===== config.mk =====
export PLATFORM = sky130hd
export DESIGN_NAME = p12du_outq
export DESIGN_NICKNAME = d
export VERILOG_FILES = /design/src/rtl/p12du_pkg.sv /design/src/rtl/p12du_outq.sv
export SDC_FILE = /design/constraint.sdc
export NUM_CORES = 1
export LEC_CHECK = 0
export CORE_ASPECT_RATIO = 0.5
export CORE_MARGIN = 2
export CORE_UTILIZATION = 25
export DETAILED_ROUTE_END_ITERATION = 8
export DONT_BUFFER_PORTS = 1
export PLACE_DENSITY = 0.36
export SYNTH_ARGS = -nofsm -noshare
export SYNTH_HDL_FRONTEND = slang
export SYNTH_SLANG_ARGS = --single-unit
export TNS_END_PERCENT = 30

===== constraint.sdc =====
create_clock -name clk -period 5.1 [get_ports clk]
set_clock_uncertainty 0.1 [all_clocks]
set_input_delay 1.02 -clock clk [delete_from_list [all_inputs] [get_ports clk]]
set_output_delay 1.02 -clock clk [all_outputs]
set_load 0.005 [all_outputs]

===== src/rtl/p12du_pkg.sv =====
// Types and constants of the packed 12-bit depth unpacker.
package p12du_pkg;

  localparam int ELEMENT_BYTES_DEF     = 24;
  localparam int CODES_PER_ELEMENT_DEF = 16;
  localparam int BYTE_W                = 8;
  localparam int CODE_W                = 12;
  localparam int DEPTH_W               = 16;
  localparam int TABLE_DEPTH           = 4096;

  localparam logic OP_DATA  = 1'b0;
  localparam logic OP_TABLE = 1'b1;

  typedef struct packed {
    logic                op;
    logic [BYTE_W-1:0]   data_byte;
    logic                frame_begin;
    logic [CODE_W-1:0]   table_index;
    logic [DEPTH_W-1:0]  table_value;
  } item_t;

  typedef struct packed {
    logic [DEPTH_W-1:0]  depth;
    logic                last;
  } result_t;

  typedef struct packed {
    logic                valid;
    result_t             data;
  } q_push_t;

endpackage


===== src/rtl/p12du_outq.sv =====
// Two-entry result queue between the table read and the result channel.
module p12du_outq (
  input  logic               clk,
  input  logic               rst,
  input  p12du_pkg::q_push_t push,
  output logic               room,
  output logic               result_valid,
  input  logic               result_stall,
  output p12du_pkg::result_t result
);

  import p12du_pkg::*;

  logic [1:0] cnt;
  logic [2:0] cnt_after;
  logic       pop;
  result_t    e0;
  result_t    e1;

  assign pop          = result_valid && !result_stall;
  assign result_valid = (cnt != 2'd0);
  assign result       = e0;

  // A read issued now lands next cycle, so there must be a free slot then.
  assign cnt_after = 3'(cnt) + 3'(push.valid) - 3'(pop);
  assign room      = (cnt_after < 3'd2);

  always_ff @(posedge clk) begin
    if (rst) begin
      cnt <= 2'd0;
    end else begin
      cnt <= cnt_after[1:0];
    end
  end

  always_ff @(posedge clk) begin
    if (push.valid && pop) begin
      if (cnt == 2'd1) begin
        e0 <= push.data;
      end else begin
        e0 <= e1;
        e1 <= push.data;
      end
    end else if (pop) begin
      e0 <= e1;
    end else if (push.valid) begin
      if (cnt == 2'd0) begin
        e0 <= push.data;
      end else begin
        e1 <= push.data;
      end
    end
  end

endmodule


Yosys cells after proc, flatten, opt, wreduce, memory -nomap -nowiden
Cells that the tools add are included.
{"block": "classes", "addsub": 2, "multipliers": 0, "div": 0, "n_lt_le_gt_ge": 1, "eq_ne": 4, "n_shift": 0, "n_mux": 10, "n_bitwise": 0, "n_reduce_logical": 10}
{"operator": "2-to-1 mux 17 bit", "count": 10}
{"operator": "nonzero test 3 bit", "count": 2}
{"operator": "!= test 2 bit (second input constant)", "count": 2}
{"operator": "AND reduction 4 bit", "count": 1}
{"operator": "nonzero test 2 bit", "count": 2}
{"operator": "adder 2 x 1 -> 3 bit", "count": 1}
{"operator": "less-than comparator 3 x 2 -> 1 bit (second input constant)", "count": 1}
{"operator": "subtractor 3 x 1 -> 3 bit", "count": 1}
{"operator": "equality test 2 x 1 -> 1 bit (second input constant)", "count": 1}
{"operator": "logical AND 1 bit", "count": 2}
{"operator": "zero test 2 bit", "count": 1}
{"operator": "!= test 2 x 1 -> 1 bit (second input constant)", "count": 1}
{"operator": "AND reduction 2 bit", "count": 1}
{"operator": "zero test 1 bit", "count": 1}
{"block": "word_totals", "regBits": 36, "latchBits": 0, "mem_bits_rw": 0, "romBits": 0, "in_bits": 21, "output_inout_bits": 19, "n_memories": 0}

Logic depth before layout (Yosys ltp)
Gate-level depths: netlist of the first run.
{"block": "depth", "ltp_word": 5, "depth_mapped": 8, "depth_no_buf": 8}

Least setup slack after synthesis of the first run
OpenSTA, ideal clock, no wires.
{"block": "synth_timing", "path_kind": "in2out", "from": "in result_stall", "to": "out room", "arrival_time_ns": 2.114, "path_slack_ns": 1.866, "cell_stages": 7, "n_path_buf": 0, "path_cell_list": "a21oi_1 ha_1 inv_1 ha_1 fa_1 xnor2_1 nor2_1"}
{"block": "synth_between", "elab_chain_cells": 4}
{"item": "start, declared", "line_no": "p12du_outq.sv:8", "text": "input logic result_stall,"}
{"item": "zero test 1 bit", "line_no": "p12du_outq.sv:20", "text": "assign pop = result_valid && !result_stall;"}
{"item": "logical AND 1 bit", "line_no": "p12du_outq.sv:20"}
{"item": "subtractor 3 x 1 -> 3 bit", "line_no": "p12du_outq.sv:25", "text": "assign cnt_after = 3'(cnt) + 3'(push.valid) - 3'(pop);"}
{"item": "less-than comparator 3 x 2 -> 1 bit", "line_no": "p12du_outq.sv:26", "text": "assign room = (cnt_after < 3'd2);"}
{"item": "end, declared", "line_no": "p12du_outq.sv:6", "text": "output logic room,"}
Every way passes these cells.

Worst setup path after layout of the first run
Ends and elaborated chain as after synthesis.

==> flow_metrics.env, run 1 <==
export IMPL_synth_compound_area_share_pct=1.55
export IMPL_hold_viol=0
export IMPL_dpl_hpwl_um=1680
export IMPL_cp_slowest_stage_delay_ps=380
export IMPL_synth_warnings=0
export IMPL_hold_path_class="register to register"
export IMPL_cp_slowest_cell="fa_1"
export IMPL_synth_simple_gate_area_share_pct=2.67
export IMPL_htreeDepth=2
export IMPL_cts_hold_buf=0
export IMPL_synth_xor_area_share_pct=0.603
export IMPL_cts_tree="built"
export IMPL_synth_area_leaders="edfxtp_1 70%, mux2_4 10%, mux2_2 5.4%, dfxtp_1 2.8%, ha_1 1.7%"
export IMPL_p_per_area_nw_per_um2=552
export IMPL_p_comb_share_pct=18.4
export IMPL_r2r_slack_ps=3090
export IMPL_n_antenna_cell=0
export IMPL_period_needed_ps=3310
export IMPL_cts_resized=0
export IMPL_ant_nets=0
export IMPL_synthesis_nets=98
export IMPL_drt_wirelength_per_cell_um=16.0
export IMPL_ff_latch_area_um2=1060
export IMPL_nFillCells=546
export IMPL_drive_gt1_share_pct=32.5
export IMPL_die_w_um=112
export IMPL_syn_cell_area_um2=1450
export IMPL_gp_congestion=0.601
export IMPL_rr_worst_depth=2
export IMPL_cpMostUsedCell="ha_1"
export IMPL_min_to="result[12]$_DFFE_PP_"
export IMPL_grt_pass1_wl_um=3620
export IMPL_r2r_end="result[15]$_DFFE_PP_"
export IMPL_synth_fa_ha_area_share_pct=3.10
export IMPL_crit_family="adder cells"
export IMPL_worst_slew_pin_slew_ps=1080
export IMPL_post_cts_setup_buffers=0
export IMPL_grt_use_total_pct=8.02
export IMPL_vias=634
export IMPL_min_path_cells=1
export IMPL_routed_wl_um=2460
export IMPL_clk_pin_slew_ps=50
export IMPL_crit_type="input pin to output port"
export IMPL_start_kind="input pin"
export IMPL_leakage_nw=0.591
export IMPL_p_int_mw=0.678
export IMPL_pwr_share_clk_pct=30.8
export IMPL_critPathCaptureType="output port"
export IMPL_multiInputGateArea_um2=350
export IMPL_hold_path_startpoint="e1[12]$_DFFE_PP_"
export IMPL_cp_max_fo=4
export IMPL_max_slew_margin_pct=28.3
export IMPL_initial_utilization_pct=26.2
export IMPL_via_per_inst=4.14
export IMPL_route_detailed_drc=0
export IMPL_first_pass_iters=4
export IMPL_coreArea_um2=5540
export IMPL_required_ps=3980
export IMPL_fmax_mhz=302
export IMPL_finalPower_mw=0.913
export IMPL_final_setup_tns_ps=0
export IMPL_setup_viol=0
export IMPL_vdd_drop_max_mv=0.211
export IMPL_syn_avg_cell_area_um2=19.6
export IMPL_ys_seq_elements=36
export IMPL_synth_top_cell_by_area="edfxtp_1"
export IMPL_insertion_delay_ps=270
export IMPL_die_h_um=57.9
export IMPL_cts_sinks=36
export IMPL_maxCapViolations=0
export IMPL_area_growth_pct=14.0
export IMPL_die_area_um2=6470
export IMPL_drt_iter0_drc=21
export IMPL_numCtsBuffers=5
export IMPL_grt_overflow_total=0
export IMPL_rsz0062_at_grt="false"
export IMPL_pwr_share_seq_pct=50.8
export IMPL_fp_row_count=19
export IMPL_path_buf_inv=1
export IMPL_antenna_found_initial=0
export IMPL_fin_ws_ps=1790
export IMPL_synth_top_family_by_area="multiplexers"
export IMPL_synth_top_area_share_pct=70.3
export IMPL_crit_chain="a21oi_1, ha_1, inv_1, ha_1, fa_1, xnor2_1, nor2_1"
export IMPL_outcome="completed"
export IMPL_finalCritPeriodShare_pct=65.0
export IMPL_synth_area_mux_share_pct=15.8
export IMPL_grt_max_degree=18
export IMPL_p_switching_mw=0.235
export IMPL_clk_path_buf_depth=2
export IMPL_p_sw_share_pct=25.7
export IMPL_holdWs_ps=443
export IMPL_layout_nets=103
export IMPL_grt_pass1_vias=678
export IMPL_place_ws_ps=1770
export IMPL_yosysSeqAreaShare_pct=73.1
export IMPL_slew_violations=0
export IMPL_r2r_start="cnt[1]$_SDFF_PP0_"
export IMPL_ys_types=17
export IMPL_numPortBuffers=0
export IMPL_critPathArrivalTime_ps=2190
export IMPL_syn_inst=74
export IMPL_clock_root_buffer="clkbuf_16"
export IMPL_ios=40
==> power groups by stage <==
stage          logic [mW]  registers (mW)  clock network, mW
2_1_floorplan       0.144           0.458                  0
3_3_place_gp        0.160           0.467                  0
3_5_place_dp        0.174           0.473                  0
4_1_cts             0.174           0.467              0.290
5_1_grt             0.189           0.471              0.309
6_report            0.168           0.464              0.281
==> cells in the mapped netlist <==
master    instances
edfxtp_1         34
mux2_4           10
fa_1              1
a21oi_1           3
buf_6             1
or2_2             1
xnor2_1           1
inv_2             1
mux2_2            7
nor2b_1           3
dfxtp_1           2
nand2b_1          1
a21o_1            1
nor2_1            2
inv_1             3
ha_1              2
buf_12            1
==> stage by stage <==
step,std cells,instance area [um^2],utilization [%]
6_report,153,1650,29.9
5_1_grt,153,1650,29.9
4_1_cts,153,1650,29.9
3_5_place_dp,145,1520,27.4
3_3_place_gp,145,1520,27.4
2_1_floorplan,74,1450,-
==> area by class of cell <==
| type | count | area share [%] |
|---|---|---|
| clock buffers | 7 | 8.02 |
| clock inverters | 1 | 0.227 |
| inverters | 4 | 0.908 |
| multi-input cells | 32 | 21.2 |
| flip-flops and latches | 36 | 64.1 |
| well taps | 73 | 5.52 |
==> kinds of logic after synthesis <==
family          after synthesis
flops                        36
buf+inv                       6
xor+xnor                      1
mux                          17
compound gates                4
simple gates                  7
fa+ha+maj                     3
==> layout by cell type, fill, tap and decap left out, drive strengths merged <==
cell type,count
mux2,17
dfxtp,2
fa,1
nor2b,3
clkbuf,7
inv,4
a21oi,3
xnor2,1
clkinv,1
or2,1
edfxtp,34
ha,2
nand2b,1
nor2,2
a21o,1
==> flip-flops by register name, indices dropped and copies added, names as in the netlist <==
register,count
e1,17
cnt,2
result,17
==> metal layers <==
metal  routed length [um]  vias up  GRT usage (%)  part of all wire [%]
met5                    0        -              0                     0
met4                   38        0           4.23                   1.5
met3                  161        4           4.39                   6.6
met2                 1220       23           13.0                    50
met1                 1040      322           8.65                    42
li1                     -      285              -                     -
==> worst reg2reg max path, stage by stage (launching register included) <==
cell and delay, ps:
dfxtp_1 360, or2_2 340, a21oi_2 820
==> worst max-delay path by stage <==
stage,startpoint,end,depth (start not counted)
6_report,result_stall,room,7
3_5_place_dp,result_stall,room,7
4_1_cts,result_stall,room,7
5_1_grt,result_stall,room,7
2_1_floorplan,result_stall,room,7
3_3_place_gp,result_stall,room,7
Power figures use the tool's default switching activity.
==> run 2: changes to the inputs <==
--- a/config.mk
+++ b/config.mk
@@ -5,6 +5,7 @@
 export SDC_FILE = /design/constraint.sdc
 export NUM_CORES = 1
 export LEC_CHECK = 0
+export ABC_AREA = 1
 export CORE_ASPECT_RATIO = 0.5
 export CORE_MARGIN = 2
 export CORE_UTILIZATION = 25
==> constraint.sdc (replaced) <==
create_clock -name clk -period 3.2 [get_ports clk]
set_clock_uncertainty 0.1 [all_clocks]
set_input_delay 0.64 -clock clk [delete_from_list [all_inputs] [get_ports clk]]
set_output_delay 0.64 -clock clk [all_outputs]
set_load 0.005 [all_outputs]
==> flow_metrics.env, run 2 <==
export IMPL_grt_pass1_wl_um=6960
export IMPL_drt_iter0_drc=86
export IMPL_die_area_um2=8120
export IMPL_final_common_cell="nand2_1"
export IMPL_cts_resized=0
export IMPL_numPortBuffers=0
export IMPL_fmax_mhz=346
export IMPL_synth_warnings=0
export IMPL_finalPower_mw=1.79
export IMPL_via_per_inst=4.48
export IMPL_first_pass_iters=4
export IMPL_cp_max_fo=9
export IMPL_async_flop_share_pct=0
export IMPL_grt_use_total_pct=11.3
export IMPL_rsz0062_at_grt="false"
export IMPL_required_ps=2460
export IMPL_critPathCaptureType="output port"
export IMPL_finalCritPeriodShare_pct=90.2
export IMPL_cpMostUsedCell="ha_1"
export IMPL_crit_family="adder cells"
export IMPL_cts_sinks=36
export IMPL_hold_viol=0
export IMPL_fin_ws_ps=313
export IMPL_numCtsBuffers=5
export IMPL_grt_pass1_vias=1283
export IMPL_area_growth_pct=13.2
export IMPL_maxCapViolations=0
export IMPL_layout_nets=216
export IMPL_critPathArrivalTime_ps=2150
export IMPL_path_buf_inv=1
export IMPL_htreeDepth=2
export IMPL_final_setup_tns_ps=0
export IMPL_grt_overflow_total=0
export IMPL_p_switching_mw=0.633
export IMPL_r2r_slack_ps=1160
export IMPL_syn_avg_cell_area_um2=9.86
export IMPL_p_per_area_nw_per_um2=856
export IMPL_start_kind="register"
export IMPL_drive_gt1_share_pct=14.0
export IMPL_synth_most_common_cell="nand2_1"
export IMPL_synth_top_cell_by_area="edfxtp_1"
export IMPL_synthFlopType="edfxtp_1"
export IMPL_r2r_start="cnt[0]$_SDFF_PP0_"
export IMPL_crit_type="register to output port"
export IMPL_crit_chain="nor2_4, nor2_8, ha_1, inv_1, ha_1, fa_1, xnor2_1, nor2_1"
export IMPL_n_antenna_cell=0
export IMPL_cp_slowest_stage_delay_ps=430
export IMPL_dpl_hpwl_um=2820
export IMPL_clk_pin_slew_ps=50
export IMPL_clock_root_buffer="clkbuf_16"
export IMPL_insertion_delay_ps=270
export IMPL_cts_hold_buf=0
export IMPL_max_slew_margin_pct=44.7
export IMPL_ys_types=22
export IMPL_path_depth=8
export IMPL_synth_area_leaders="edfxtp_1 55%, nand2_1 13%, nand3_1 13%, buf_6 2.4%, dfxtp_1 2.2%"
export IMPL_clk_path_buf_depth=2
export IMPL_p_comb_share_pct=31.2
export IMPL_synth_edff_count=34
export IMPL_antenna_found_initial=0
export IMPL_post_cts_setup_buffers=0
export IMPL_placed_area_um2=1950
export IMPL_routed_wl_um=4440
export IMPL_leakage_nw=0.845
export IMPL_syn_inst=187
export IMPL_vdd_drop_max_mv=0.208
export IMPL_grt_max_degree=21
export IMPL_ant_nets=0
export IMPL_place_ws_ps=589
export IMPL_drt_wirelength_per_cell_um=15.3
export IMPL_p_int_mw=1.16
export IMPL_synth_top_area_share_pct=55.4
export IMPL_route_detailed_drc=0
export IMPL_ios=40
export IMPL_vias=1296
export IMPL_syn_cell_area_um2=1840
export IMPL_yosysSeqAreaShare_pct=57.5
export IMPL_min_to="cnt[1]$_SDFF_PP0_"
export IMPL_synth_commonest_cells="65 x nand2_1, 47 x nand3_1, 34 x edfxtp_1"
export IMPL_coreArea_um2=7240
export IMPL_fp_row_count=22
export IMPL_outcome="completed"
export IMPL_min_path_cells=1
export IMPL_die_w_um=125
export IMPL_ys_seq_elements=36
export IMPL_pwr_share_seq_pct=43.2
export IMPL_die_h_um=64.7
export IMPL_hold_path_startpoint="rst"
export IMPL_final_cell_mix="65 x nand2_1, 47 x nand3_1, 34 x edfxtp_1, 7 x inv_1, 7 x buf_4"
export IMPL_cts_tree="built"
export IMPL_hold_path_class="input pin to register"
export IMPL_setup_viol=0
export IMPL_gp_congestion=0.672
export IMPL_cp_slowest_cell="dfxtp_1"
export IMPL_synthesis_nets=211
export IMPL_period_needed_ps=2890
export IMPL_pwr_share_clk_pct=25.7
export IMPL_initial_utilization_pct=25.5
export IMPL_stdcell_area_um2=2090
export IMPL_worst_slew_pin_slew_ps=829
export IMPL_rr_worst_depth=6
export IMPL_p_sw_share_pct=35.4
export IMPL_slew_violations=0
export IMPL_r2r_end="result[6]$_DFFE_PP_"
-- run 2: cell count changes in the layout (fill, tap and decap cells not counted), moves of 3 or more --
cell	before	now
buf_4	0	7
mux2_2	7	0
nand3_1	0	47
nand3_2	0	4
inv_1	3	7
mux2_4	10	0
nand2_1	0	65
nand2_2	0	3
-- run 2: power groups by stage --
stage | clock network (mW) | logic [mW] | registers [mW]
final | 0.459 | 0.558 | 0.772
after global routing | 0.497 | 0.630 | 0.789
after CTS | 0.475 | 0.568 | 0.777
after detailed placement | 0 | 0.567 | 0.786
after global placement | 0 | 0.569 | 0.781
after floorplan | 0 | 0.440 | 0.757
-- run 2: routing by layer --
layer	wire length (um)	vias to the layer above	global-route usage, %	part of all wire (%)
met3	327	2	4.79	7.4
met4	31	0	2.92	0.70
met5	0	-	0	0
li1	-	646	-	-
met2	1990	40	18.2	45
met1	2090	608	14.0	47
-- run 2: layout make-up --
class,count,area [um^2]
Fill cell,742,5150
Inverter,9,33.8
Tap cell,96,120
Clock buffer,7,133
Clock inverter,1,3.75
Timing Repair Buffer,7,52.6
Sequential cell,36,1060
Multi-Input combinational cell,133,684
-- run 2: worst max-delay path by stage --
stage                      start                   to
6_report       cnt[0]$_SDFF_PP0_                 room
2_1_floorplan           push[17]  result[0]$_DFFE_PP_
3_3_place_gp   cnt[0]$_SDFF_PP0_                 room
5_1_grt        cnt[0]$_SDFF_PP0_                 room
4_1_cts        cnt[0]$_SDFF_PP0_                 room
3_5_place_dp   cnt[0]$_SDFF_PP0_                 room
-- run 2: logic make-up after synthesis --
| logic type | count (synthesis) | synth area share (%) |
|---|---|---|
| compound gates | 1 | 0.271 |
| simple gates | 128 | 33.4 |
| flops | 36 | 57.5 |
| buf+inv | 18 | 5.83 |
| fa+ha+maj | 3 | 2.44 |
| xor+xnor | 1 | 0.475 |
-- run 2: worst reg2reg max path, cell delays in order (launching register included) --
cell and delay [ps]:
dfxtp_1 570, nor2_4 140, nor2_8 100, buf_4 260, inv_2 230, o21ai_2 130
buf_4 220
-- run 2: per-stage QoR --
stage	hold slack, ps	instances	util [%]
finish	335	289	28.8
global route	330	289	28.8
CTS	332	289	28.8
detailed placement	487	281	27.0
global placement	475	281	27.0
floorplan	466	187	-
==> run 3: changes to the inputs <==
--- a/config.mk
+++ b/config.mk
@@ -5,7 +5,6 @@
 export SDC_FILE = /design/constraint.sdc
 export NUM_CORES = 1
 export LEC_CHECK = 0
-export ABC_AREA = 1
 export CORE_ASPECT_RATIO = 0.5
 export CORE_MARGIN = 2
 export CORE_UTILIZATION = 25
==> flow_metrics.env, run 3 (synthesis gave the netlist of run 1 again) <==
export IMPL_clk_pin_slew_ps=50
export IMPL_cts_tree="built"
export IMPL_grt_overflow_total=0
export IMPL_numPortBuffers=0
export IMPL_vias=639
export IMPL_cp_startpoint="cnt[1]$_SDFF_PP0_"
export IMPL_grt_use_total_pct=8.50
export IMPL_start_kind="register"
export IMPL_layout_nets=105
export IMPL_maxCapViolations=0
export IMPL_outcome="completed"
export IMPL_worst_slew_pin_slew_ps=943
export IMPL_drt_iter0_drc=28
export IMPL_cpMostUsedCell="ha_1"
export IMPL_crit_family="adder cells"
export IMPL_area_growth_pct=15.7
export IMPL_setup_viol=0
export IMPL_holdWs_ps=333
export IMPL_cp_slowest_stage_delay_ps=430
export IMPL_grt_pass1_vias=723
export IMPL_post_cts_setup_buffers=0
export IMPL_via_per_inst=4.12
export IMPL_crit_type="register to output port"
export IMPL_fmax_mhz=371
export IMPL_r2r_slack_ps=1330
export IMPL_drive_gt1_share_pct=35.4
export IMPL_initial_utilization_pct=26.2
export IMPL_coreArea_um2=5540
export IMPL_grt_max_degree=18
export IMPL_ant_nets=0
export IMPL_stdcell_area_um2=1680
export IMPL_r2r_end="cnt[1]$_SDFF_PP0_"
export IMPL_final_cell_mix="34 x edfxtp_1, 10 x mux2_4, 7 x mux2_2, 5 x clkbuf_16, 3 x inv_1"
export IMPL_leakage_nw=0.606
export IMPL_die_w_um=112
export IMPL_path_buf_inv=2
export IMPL_final_setup_tns_ps=0
export IMPL_finalCritPeriodShare_pct=84.2
export IMPL_die_area_um2=6470
export IMPL_insertion_delay_ps=270
export IMPL_final_common_cell="edfxtp_1"
export IMPL_fp_row_count=19
export IMPL_required_ps=2460
export IMPL_htreeDepth=2
export IMPL_gp_congestion=0.604
export IMPL_cts_resized=0
export IMPL_p_per_area_nw_per_um2=894
export IMPL_period_needed_ps=2700
export IMPL_dpl_hpwl_um=1720
export IMPL_r2r_start="cnt[1]$_SDFF_PP0_"
export IMPL_antenna_found_initial=0
export IMPL_grt_pass1_wl_um=3820
export IMPL_crit_chain="inv_2, a21oi_1, ha_1, inv_1, ha_1, fa_1, nor2_1"
export IMPL_numCtsBuffers=5
export IMPL_clk_path_buf_depth=2
export IMPL_clock_root_buffer="clkbuf_16"
export IMPL_vdd_drop_max_mv=0.332
export IMPL_routed_wl_um=2510
export IMPL_rr_worst_depth=7
export IMPL_die_h_um=57.9
export IMPL_cp_slowest_cell="fa_1"
export IMPL_critPathCaptureType="output port"
export IMPL_final_util_pct=30.3
export IMPL_crit_end="room"
export IMPL_first_pass_iters=4
export IMPL_cts_sinks=36
export IMPL_path_depth=7
export IMPL_route_detailed_drc=0
export IMPL_critPathArrivalTime_ps=1960
export IMPL_drt_wirelength_per_cell_um=16.2
export IMPL_cp_max_fo=4
export IMPL_max_slew_margin_pct=36.8
export IMPL_ios=40
export IMPL_placed_area_um2=1530
export IMPL_rsz0062_at_grt="false"
export IMPL_n_antenna_cell=0
export IMPL_hold_viol=0
export IMPL_hold_path_class="input pin to register"
export IMPL_cts_hold_buf=0
export IMPL_slew_violations=0
run 3: cell types whose count changed in the layout (fill, tap and decap cells not counted), moves of 3 or more:
cell / previous run / this run
nand3_2: 4 / 0
mux2_2: 0 / 7
buf_4: 7 / 2
nand2_1: 65 / 0
inv_1: 7 / 3
nand2_2: 3 / 0
nand3_1: 47 / 0
mux2_4: 0 / 10
run 3: through the flow:
stage                     setup slack [ps]  power (mW)  cells
after floorplan                        726       0.960     74
after detailed placement               620        1.04    147
final                                  504        1.50    155
after global routing                   345        1.59    155
after CTS                              492        1.53    155
after global placement                 688        1.01    147
run 3: worst min-delay path by stage:
stage	startpoint	to	slack, ps	cells after the start
floorplan	e1[0]$_DFFE_PP_	result[0]$_DFFE_PP_	420	1
global placement	e1[4]$_DFFE_PP_	result[4]$_DFFE_PP_	430	1
detailed placement	e1[12]$_DFFE_PP_	result[12]$_DFFE_PP_	440	1
CTS	rst	cnt[1]$_SDFF_PP0_	330	1
global route	rst	cnt[0]$_SDFF_PP0_	320	1
finish	rst	cnt[1]$_SDFF_PP0_	330	1
run 3: power breakdown:
group | internal (mW) | total [mW] | switching, mW
registers | 0.680 | 0.736 | 0.0568
logic | 0.123 | 0.283 | 0.161
clock network | 0.310 | 0.481 | 0.171
run 3: area by class of cell:
cell class / count / area [um^2]
Fill cell: 545 / 3860
Sequential cell: 36 / 1060
Multi-Input combinational cell: 32 / 350
Clock buffer: 8 / 146
Tap cell: 73 / 91.3
Timing Repair Buffer: 2 / 15.0
Inverter: 4 / 15.0
run 3: metal layers:
metal | GRT usage, % | vias up | part of all wire (%)
met2 | 13.9 | 21 | 48
met1 | 8.72 | 324 | 42
met3 | 4.08 | 5 | 6.7
li1 | - | 289 | -
met5 | 0 | - | 0
met4 | 6.35 | 0 | 2.6
